### src/rtl/fpba_pkg.sv
//------------------------------------------------------------------------------
// fpba_pkg
// Shared types and constants of the fixed predictor block analyzer.
//------------------------------------------------------------------------------
package fpba_pkg;

    localparam int MaxBlock  = 4096;
    localparam int CntW      = $clog2(MaxBlock + 1);
    localparam int SumW      = 48;
    localparam int RootW     = SumW / 2;
    localparam int QDepth    = 2;

    // one finished block handed from front to back
    typedef struct packed {
        logic            short_blk;
        logic            pred;
        logic [17:0]     peak;
        logic [SumW-1:0] err;
        logic [CntW-1:0] n1;
        logic            too_long;
    } t_job;

    typedef enum logic [2:0] {
        ST_IDLE,
        ST_DIV,
        ST_SQRT,
        ST_OUT
    } t_state;

endpackage

### src/rtl/fixed_predictor_block_analyzer_top.sv
//------------------------------------------------------------------------------
// fixed_predictor_block_analyzer_top
// Picks the fixed order-1 or order-2 predictor for a block of samples.
//------------------------------------------------------------------------------
// Samples enter one per cycle; squares are registered and accumulated in the
// following cycle. After each last sample the input pauses while the block's
// statistics are handed to a two-entry job queue, and longer while that
// queue is full. A back end divides serially and then takes the root
// serially; it takes a new block only once the result of the last one has
// been taken.
module fixed_predictor_block_analyzer_top (
    input  logic        i_clk,
    input  logic        i_rst_n,
    input  logic        s_axis_tvalid,
    output logic        s_axis_tready,
    input  logic [15:0] s_axis_tdata,   // sample
    input  logic        s_axis_tlast,
    output logic        m_axis_tvalid,
    input  logic        m_axis_tready,
    output logic [39:0] m_axis_tdata    // predictor, peak residual, rms residual, too_long
);

    fpba_pkg::t_job w_fj, w_bj;
    logic w_fv, w_fr, w_bv, w_br;

    fpba_front u_front (
        .i_clk, .i_rst_n, .i_valid(s_axis_tvalid), .o_ready(s_axis_tready),
        .i_sample(s_axis_tdata), .i_last(s_axis_tlast),
        .o_job_valid(w_fv), .i_job_ready(w_fr), .o_job(w_fj)
    );

    fpba_queue u_queue (
        .i_clk, .i_rst_n, .i_valid(w_fv), .o_ready(w_fr), .i_job(w_fj),
        .o_valid(w_bv), .i_ready(w_br), .o_job(w_bj)
    );

    fpba_back u_back (
        .i_clk, .i_rst_n, .i_valid(w_bv), .o_ready(w_br), .i_job(w_bj),
        .o_tvalid(m_axis_tvalid), .i_tready(m_axis_tready), .o_tdata(m_axis_tdata)
    );

endmodule

### src/rtl/fpba_front.sv
//------------------------------------------------------------------------------
// fpba_front
// Accepts samples, accumulates residual statistics, emits one job per block.
//------------------------------------------------------------------------------
module fpba_front (
    input  logic             i_clk,
    input  logic             i_rst_n,
    input  logic             i_valid,
    output logic             o_ready,
    input  logic [15:0]      i_sample,
    input  logic             i_last,
    output logic             o_job_valid,
    input  logic             i_job_ready,
    output fpba_pkg::t_job   o_job
);

    logic signed [15:0]            r_prev, r_prev2;
    logic [fpba_pkg::CntW-1:0]     r_cnt;
    logic [fpba_pkg::SumW-1:0]     r_sum1, r_sum2;
    logic [16:0]                   r_pk1;
    logic [17:0]                   r_pk2;
    logic                          r_ovf;
    // pipeline stage: squares registered before accumulation
    logic                          r_sv, r_slast;
    logic [33:0]                   r_sq1, r_sq2;
    logic                          r_jv;
    fpba_pkg::t_job                r_job;

    logic signed [17:0] w_d1, w_d2;
    logic [16:0]        w_a1;
    logic [17:0]        w_a2;
    logic               w_acc, w_use;
    logic [fpba_pkg::SumW:0] w_s1, w_s2;
    logic [fpba_pkg::SumW-1:0] w_f1, w_f2;

    assign o_ready = !r_jv && !r_slast;
    assign w_acc   = i_valid && o_ready;
    assign w_use   = (r_cnt != '0) && (r_cnt < fpba_pkg::CntW'(fpba_pkg::MaxBlock));
    assign w_d1 = 18'(signed'(i_sample)) - 18'(r_prev);
    assign w_d2 = 18'(signed'(i_sample)) - (18'(r_prev) <<< 1) + 18'(r_prev2);
    assign w_a1 = w_d1[17] ? 17'(-w_d1) : w_d1[16:0];
    assign w_a2 = w_d2[17] ? 18'(-w_d2) : w_d2;
    assign w_s1 = {1'b0, r_sum1} + (fpba_pkg::SumW+1)'(r_sv ? r_sq1 : 34'd0);
    assign w_s2 = {1'b0, r_sum2} + (fpba_pkg::SumW+1)'(r_sv ? r_sq2 : 34'd0);
    assign w_f1 = w_s1[fpba_pkg::SumW] ? '1 : w_s1[fpba_pkg::SumW-1:0];
    assign w_f2 = w_s2[fpba_pkg::SumW] ? '1 : w_s2[fpba_pkg::SumW-1:0];

    always_ff @(posedge i_clk) begin
        if (!i_rst_n) begin
            r_cnt <= '0; r_sum1 <= '0; r_sum2 <= '0; r_pk1 <= '0; r_pk2 <= '0;
            r_ovf <= 1'b0; r_sv <= 1'b0; r_slast <= 1'b0; r_jv <= 1'b0;
            r_prev <= '0; r_prev2 <= '0;
        end else begin
            if (r_jv && i_job_ready) r_jv <= 1'b0;
            r_sv    <= w_acc && w_use;
            r_slast <= w_acc && i_last;
            r_sq1   <= 34'(w_a1) * 34'(w_a1);
            r_sq2   <= 34'(w_a2) * 34'(w_a2);
            if (r_slast) begin
                r_jv <= 1'b1;
                r_job.short_blk <= r_cnt < fpba_pkg::CntW'(2);
                r_job.pred      <= !(w_f2 > w_f1);
                r_job.peak      <= (w_f2 > w_f1) ? 18'(r_pk1) : r_pk2;
                r_job.err       <= (w_f2 > w_f1) ? w_f1 : w_f2;
                r_job.n1        <= r_cnt - 1'b1;
                r_job.too_long  <= r_ovf;
                r_cnt <= '0; r_sum1 <= '0; r_sum2 <= '0; r_pk1 <= '0; r_pk2 <= '0;
                r_ovf <= 1'b0;
            end else begin
                r_sum1 <= w_f1;
                r_sum2 <= w_f2;
                if (w_acc) begin
                    if (r_cnt == '0) begin
                        r_prev <= i_sample; r_prev2 <= i_sample;
                        r_cnt <= fpba_pkg::CntW'(1);
                    end else if (w_use) begin
                        if (w_a1 > r_pk1) r_pk1 <= w_a1;
                        if (w_a2 > r_pk2) r_pk2 <= w_a2;
                        r_prev2 <= r_prev; r_prev <= i_sample; r_cnt <= r_cnt + 1'b1;
                    end else begin
                        r_ovf <= 1'b1;
                    end
                end
            end
        end
    end

    assign o_job_valid = r_jv;
    assign o_job       = r_job;

endmodule

### src/rtl/fpba_queue.sv
//------------------------------------------------------------------------------
// fpba_queue
// Short job FIFO between the front and back ends.
//------------------------------------------------------------------------------
module fpba_queue (
    input  logic           i_clk,
    input  logic           i_rst_n,
    input  logic           i_valid,
    output logic           o_ready,
    input  fpba_pkg::t_job i_job,
    output logic           o_valid,
    input  logic           i_ready,
    output fpba_pkg::t_job o_job
);

    fpba_pkg::t_job r_mem [fpba_pkg::QDepth];
    logic [$clog2(fpba_pkg::QDepth)-1:0] r_wp, r_rp;
    logic [$clog2(fpba_pkg::QDepth+1)-1:0] r_n;
    logic w_wr, w_rd;

    assign o_ready = r_n != ($clog2(fpba_pkg::QDepth+1))'(fpba_pkg::QDepth);
    assign o_valid = r_n != '0;
    assign w_wr = i_valid && o_ready;
    assign w_rd = o_valid && i_ready;
    assign o_job = r_mem[r_rp];

    always_ff @(posedge i_clk) begin
        if (w_wr) r_mem[r_wp] <= i_job;
    end

    always_ff @(posedge i_clk) begin
        if (!i_rst_n) begin
            r_wp <= '0; r_rp <= '0; r_n <= '0;
        end else begin
            if (w_wr) r_wp <= r_wp + 1'b1;
            if (w_rd) r_rp <= r_rp + 1'b1;
            if (w_wr && !w_rd) r_n <= r_n + 1'b1;
            else if (w_rd && !w_wr) r_n <= r_n - 1'b1;
        end
    end

endmodule

### src/rtl/fpba_back.sv
//------------------------------------------------------------------------------
// fpba_back
// Serial divide of the error sum by n-1, then serial integer square root; short blocks skip both.
//------------------------------------------------------------------------------
module fpba_back (
    input  logic           i_clk,
    input  logic           i_rst_n,
    input  logic           i_valid,
    output logic           o_ready,
    input  fpba_pkg::t_job i_job,
    output logic           o_tvalid,
    input  logic           i_tready,
    output logic [39:0]    o_tdata
);

    localparam int SumW = fpba_pkg::SumW;
    localparam int RW   = fpba_pkg::RootW;

    fpba_pkg::t_state r_st, n_st;
    fpba_pkg::t_job   r_job;
    logic [SumW-1:0]  r_q;
    logic [fpba_pkg::CntW-1:0] r_rem;
    logic [5:0]       r_i;
    logic [RW-1:0]    r_rx;
    logic [RW-1:0]    r_root;

    logic [fpba_pkg::CntW:0] w_tr;
    logic             w_ge;
    logic [RW+1:0]    w_t;
    logic [RW+1:0]    w_rt;

    assign w_tr = {r_rem, r_q[SumW-1]};
    assign w_ge = w_tr >= (fpba_pkg::CntW+1)'(r_job.n1);
    assign w_t  = {r_rx, r_q[SumW-1:SumW-2]};
    assign w_rt = {r_root, 2'b01};

    always_comb begin
        n_st = r_st;
        case (r_st)
            fpba_pkg::ST_IDLE: if (i_valid) n_st = i_job.short_blk ? fpba_pkg::ST_OUT
                                                                   : fpba_pkg::ST_DIV;
            fpba_pkg::ST_DIV:  if (r_i == 6'(SumW-1)) n_st = fpba_pkg::ST_SQRT;
            fpba_pkg::ST_SQRT: if (r_i == 6'(RW-1)) n_st = fpba_pkg::ST_OUT;
            fpba_pkg::ST_OUT:  if (i_tready) n_st = fpba_pkg::ST_IDLE;
            default:           n_st = fpba_pkg::ST_IDLE;
        endcase
    end

    always_comb begin
        o_ready  = r_st == fpba_pkg::ST_IDLE;
        o_tvalid = r_st == fpba_pkg::ST_OUT;
        o_tdata  = '0;
        if (!r_job.short_blk)
            o_tdata = {4'd0, r_job.too_long, r_root[16:0], r_job.peak[16:0], r_job.pred};
    end

    always_ff @(posedge i_clk) begin
        if (!i_rst_n) begin
            r_st <= fpba_pkg::ST_IDLE;
        end else begin
            r_st <= n_st;
        end
    end

    always_ff @(posedge i_clk) begin
        case (r_st)
            fpba_pkg::ST_IDLE: begin
                r_job <= i_job; r_q <= i_job.err; r_rem <= '0; r_i <= '0;
            end
            fpba_pkg::ST_DIV: begin
                r_q <= {r_q[SumW-2:0], w_ge};
                r_rem <= w_ge ? fpba_pkg::CntW'(w_tr - (fpba_pkg::CntW+1)'(r_job.n1))
                              : fpba_pkg::CntW'(w_tr);
                r_i <= (r_i == 6'(SumW-1)) ? '0 : r_i + 1'b1;
                r_rx <= '0; r_root <= '0;
            end
            fpba_pkg::ST_SQRT: begin
                // restoring root: two radicand bits in per step
                if (w_t >= w_rt) begin
                    r_rx <= RW'(w_t - w_rt);
                    r_root <= {r_root[RW-2:0], 1'b1};
                end else begin
                    r_rx <= RW'(w_t);
                    r_root <= {r_root[RW-2:0], 1'b0};
                end
                r_q <= {r_q[SumW-3:0], 2'b00};
                r_i <= r_i + 1'b1;
            end
            default: ;
        endcase
    end

endmodule

### config.mk
export PLATFORM = sky130hd
export DESIGN_NAME = fixed_predictor_block_analyzer_top
export DESIGN_NICKNAME = d
export VERILOG_FILES = /design/src/rtl/fpba_pkg.sv /design/src/rtl/fixed_predictor_block_analyzer_top.sv /design/src/rtl/fpba_front.sv /design/src/rtl/fpba_queue.sv /design/src/rtl/fpba_back.sv
export SDC_FILE = /design/constraint.sdc
export NUM_CORES = 2
export LEC_CHECK = 0
export BUFFER_PORTS_ARGS = -buffer_cell sky130_fd_sc_hd__clkbuf_2
export CAP_MARGIN = 20
export CORE_MARGIN = 8
export CORE_UTILIZATION = 55
export DETAILED_ROUTE_END_ITERATION = 8
export GPL_ROUTABILITY_DRIVEN = 0
export HOLD_SLACK_MARGIN = 0.12
export PLACE_DENSITY = 0.74
export SETUP_SLACK_MARGIN = 0.4
export SLEW_MARGIN = 20
export SYNTH_ARGS = -nofsm -noshare
export SYNTH_HDL_FRONTEND = slang
export SYNTH_HIERARCHICAL = 1
export SYNTH_SLANG_ARGS = --single-unit
### constraint.sdc
create_clock -name i_clk -period 8.4 [get_ports i_clk]
set_clock_uncertainty 0.05 [all_clocks]
set_input_delay 0.42 -clock i_clk [delete_from_list [all_inputs] [get_ports i_clk]]
set_output_delay 0.42 -clock i_clk [all_outputs]
set_load 0.01 [all_outputs]
## Yosys cells after proc, flatten, opt, wreduce, memory -nomap -nowiden

Memory sizes are Yosys's and may differ from the RTL's. A register that Yosys moved wholly into a read port is not among the register bits.
Cells that the tools add are included.

| cells by class | value |
|---|---|
| multiplexer cells | 38 |
| equality and inequality tests | 10 |
| add/subtract/negate cells | 16 |
| reduce and logical (&&, ||, !) cells | 32 |
| multipliers | 2 |
| order comparisons | 7 |
| bitwise gates (word level) | 4 |

Operators with widths:

| operator | count |
|---|---|
| $mux W48 | 3 |
| $pmux W48 S3 | 1 |
| $add A48 B49 Y49 | 2 |
| $pmux W24 S2 | 2 |
| $mux W34 | 2 |
| $mux W16 | 4 |
| $gt A48 B48 Y1 | 1 |
| $mux W13 | 3 |
| $mux W36 | 1 |
| $mul A17 B17 Y34 | 1 |
| $mul A18 B18 Y34 | 1 |
| $mux W17 | 2 |
| $ge A26 B26 Y1 | 1 |
| $pmux W13 S2 | 1 |
| $mux W24 | 1 |
| $sub A24 B24 Y24 | 1 |
| $add A18 B16 Y18 | 1 |
| $gt A18 B18 Y1 | 1 |
| $mux W18 | 1 |
| $neg A18 Y18 | 1 |
| $pmux W6 S3 | 1 |
| $sub A16 B17 Y18 | 1 |
| $gt A17 B17 Y1 | 1 |
| $neg A17 Y17 | 1 |
| 34 further kinds | 74 |

| word-level totals | value |
|---|---|
| memories kept | 1 |
| input port bits | 21 |
| RAM bits | 164 |
| bits in registers | 485 |

Memory list:

| memory | words | bits a word | rd ports | clocked after memory_dff | wr ports | RTL line | RTL |
|---|---|---|---|---|---|---|---|
| u_queue.r_mem | 2 | 82 | 1 | 1 | 1 | fpba_queue.sv:16 | `fpba_pkg::t_job r_mem [fpba_pkg::QDepth];` |

## Longest topological paths before layout

| depth | value |
|---|---|
| depth in word-level cells | 6 |
| gate-level depth with buffers | 43 |

## By module

Netlist, hierarchy kept.

By module, submodules not included:

| module | area an instance (µm²) | instances | cells each | sequential area each (µm²) |
|---|---|---|---|---|
| fpba_front | 37,399.6 | 1 | 4,121 | 8,047.7 |
| fpba_back | 8,894.8 | 1 | 893 | 4,484.3 |
| fpba_queue | 6,155.9 | 1 | 279 | 5,024.8 |

## Worst setup path before layout

OpenSTA, ideal clock, no wires.

| path | value |
|---|---|
| path type | input to register |
| from | input s_axis_tdata[2] |
| to | register u_front.r_sq2[33] (data pin) |
| cell stages on the path | 36 |
| path slack | -732 ps |
| data arrival time | 8,814 ps |
| library setup time | 267 ps |
| required time | 8,083 ps |
| buffers on the path | 0 |
| cells stage by stage | inv_1 fa_1 inv_1 ha_1 nor2b_4 o31a_4 o221ai_4 a21boi_2 or4_1 nand3_1 nor3b_4 nand3_1 nor3_4 and2_1 inv_2 fa_1 inv_1 fa_1 fa_1 fa_1 fa_1 inv_1 fa_1 inv_1 ha_1 a21oi_1 nor2b_1 o21ai_0 nor2b_1 nor2_1 a211oi_1 o31ai_1 a2111o_1 o21ai_0 a221oi_1 xor2_1 |

| on the way | value |
|---|---|
| word-level cells in the longest chain between the ends | 5 |

Ends and longest elaborated chain:

| what | RTL line | RTL |
|---|---|---|
| start: declaration | fixed_predictor_block_analyzer_top.sv:16 | `input logic [15:0] s_axis_tdata,` |
| $sub A16 B17 Y18 (*) | fpba_front.sv:40 | `assign w_d2 = 18'(signed'(i_sample)) - (18'(r_prev) <<< 1) + 18'(r_prev2);` |
| $add A18 B16 Y18 (*) | fpba_front.sv:40 |  |
| $neg A18 Y18 | fpba_front.sv:42 | `assign w_a2 = w_d2[17] ? 18'(-w_d2) : w_d2;` |
| $mux W18 (*) | fpba_front.sv:42 |  |
| via u_front.w_a2[17] | fpba_front.sv:31 | `logic [17:0] w_a2;` |
| $mul A18 B18 Y34 (*) | fpba_front.sv:58 | `r_sq2 <= 34'(w_a2) * 34'(w_a2);` |
| end signal: assignment | fpba_front.sv:58 |  |
| end: declaration | fpba_front.sv:25 | `logic [33:0] r_sq1, r_sq2;` |

The timed path passes the listed nets; every way through them passes the cells marked *.
A chain may end at the register's enable or synchronous reset.

## Worst setup path in the final report

| path | value |
|---|---|
| from | register u_front.r_prev2[4] |
| to | register u_front.r_sq2[33] (data pin) |

| on the way | value |
|---|---|
| word-level cells in the longest chain between the ends | 4 |

Ends and longest elaborated chain:

| what | RTL line | RTL |
|---|---|---|
| start: declaration | fpba_front.sv:17 | `logic signed [15:0] r_prev, r_prev2;` |
| start signal: assignment | fpba_front.sv:74 | `r_prev <= i_sample; r_prev2 <= i_sample;` |
| start signal: assignment | fpba_front.sv:79 | `r_prev2 <= r_prev; r_prev <= i_sample; r_cnt <= r_cnt + 1'b1;` |
| $add A18 B16 Y18 (*) | fpba_front.sv:40 |  |
| $neg A18 Y18 | fpba_front.sv:42 |  |
| $mux W18 (*) | fpba_front.sv:42 |  |
| $mul A18 B18 Y34 (*) | fpba_front.sv:58 |  |

Every way passes the cells marked *; elsewhere a longest branch is shown, timed or not.

==> results.cfg <==
[floorplan]
rows = 113
core-area_sq_mm = 0.0947
die_area_sq_mm = 0.105
io_pins = 63
die_w_um = 324
die_h_um = 324
start_util_pct = 55.3

[clocking]
cts_tree = done
path_clk_slew_ps = 60
htree_levels = 3
clk_path_buf_depth = 3
ctsRootBufferMaster = clkbuf_16
numCtsBuffers = 68
cts_sinks = 644
clk_latency_ps = 640

[setup_path]
worstReg2RegStart = u_front/r_prev2[4]
crit_buf_inv = 8
critPathSlowestCell = fa_1
cp_top_family = adder cells
crit_top_cell = fa_1
cp_slowest_stage_delay_ps = 630
critPathRequiredTime_ps = 8730
end_kind = flip-flop
cp_max_fo = 8
crit_type = reg2reg
critical_path_arrival_ps = 9290
cp-startpoint = u_front/r_prev2[4]
start_kind = flip-flop

[place]
numPlacedInstances = 6976
pre_cts_ws_ps = -990
dp_hpwl_um = 101000
port_buffers = 58

[hold_path]
hold_path_class = in2reg
hp-start = s_axis_tdata[4]

[grt]
grt_pass1_wl_um = 213000
grt_usage_pct = 24.6
grt_pass1_vias = 41400
grt_max_degree = 98
antenna_found_initial = 4
grt_overflow = 0

[timing]
period_minus_slack_ps = 8970
setup_viol_count_final = 22
max_freq_mhz = 112
slew_headroom_pct = 24.7
rsz0062_at_grt = yes
finalCritPeriodShare_pct = 107
hold_viol = 0
drv_slew = 0
worstMarginPinSlew_ps = 1130
setup_slack_ps = -566

[drt]
drtIter0Drc = 3079
drc = 0
drtPass1Iterations = 6
vias = 40600
wl_um = 137000
ant_nets = 0
drt-wirelength-per-cell_um = 18.9
viasPerCell = 5.60

[outcome]
violations = setup timing
status = finished with violations

[logic_synthesis]
syn-cell-area_sq_mm = 0.0523
syn_inst = 5288
yosys_warnings = 6
syn_area_per_cell_sq_um = 9.90

[finish]
final_nets = 6817
layout-drive-gt1-share_pct = 24.3
fillerInstances = 6940
instances_no_fill = 7250
mostFrequentLayoutCells = inv_1, buf_4, nor2_1
mostFrequentLayoutCell = inv_1
area_growth_pct = 21.6

[run]
max-cap-violations = 0
==> state kept, by name, indices dropped and copies added (netlist names), 2 cells and up, named ones only <==
name / count
u_back/r_root: 24
u_front/o_job: 81
u_back/r_rem: 13
u_front/r_cnt: 13
u_front/r_pk2: 18
u_back/r_job: 33
u_back/r_q: 48
u_back/r_rx: 24
u_front/r_prev2: 16
u_front/r_sq1: 33
u_front/r_sum2: 48
u_front/r_pk1: 17
u_front/r_sum1: 48
u_queue/r_n: 2
u_front/r_prev: 16
u_back/r_st: 2
u_queue/r_mem: 162
u_back/r_i: 6
u_front/r_sq2: 33
==> layer usage <==
layer  vias up  global-route usage, %  wire (um)
met5         -                      0         13
met4         2                   9.21       5850
met3       391                   3.09       7570
met2      1301                   43.0      67500
met1     19900                   31.0      55900
li1      19100                      -          -
==> through the flow <==
stage / setup TNS (ps) / cell area (sq um) / hold slack [ps] / utilization (%)
global route: -14060 / 63700 / 156 / 67.2
CTS: -3240 / 62200 / 122 / 65.7
global placement: -16950 / 58500 / 372 / 61.7
finish: -6350 / 63700 / 150 / 67.2
floorplan: -144 / 53400 / 359 / -
detailed placement: -20510 / 58500 / 379 / 61.8
==> layout make-up <==
type	count	area, sq um	area share (%)
Multi-Input combinational cell	3657	33100	52.0
Sequential cell	644	17500	27.5
Timing Repair Buffer	745	6000	9.42
Inverter	811	3120	4.91
Clock buffer	87	1840	2.88
Tap cell	1265	1580	2.49
Clock inverter	39	518	0.814
Antenna cell	2	5.00	0.00786
==> tightest hold or removal path, delay by kind of cell <==
kind                   cells  cell delay (ps)
buffers and inverters      2              250
and+or+nand+nor            1               40
AOI/OAI and AO/OA          1               60
==> worst paths after layout <==
check | depth (start not counted) | endpoint | slack (ps)
setup / recovery | 36 | u_front/r_sq2[33] | -570
hold reg to reg | 0 | u_queue/r_mem[0][59] | 390
hold / removal | 4 | u_front/r_prev[4] | 150
setup reg to reg | 36 | u_front/r_sq2[33] | -570
==> what timing repair did <==
action | in CTS | in global routing
setup buffers | 71 | 59
hold buffers | 13 | 0
endpoints found under the hold margin | 13 | 0
gates resized for setup | 165 | 247
pin swaps | 110 | 173
gates cloned | 0 | 1
endpoints found under the setup margin | 40 | 76
Power is not shown: default switching activity piles up to over one toggle a cycle in this logic, so the estimate is an artifact.
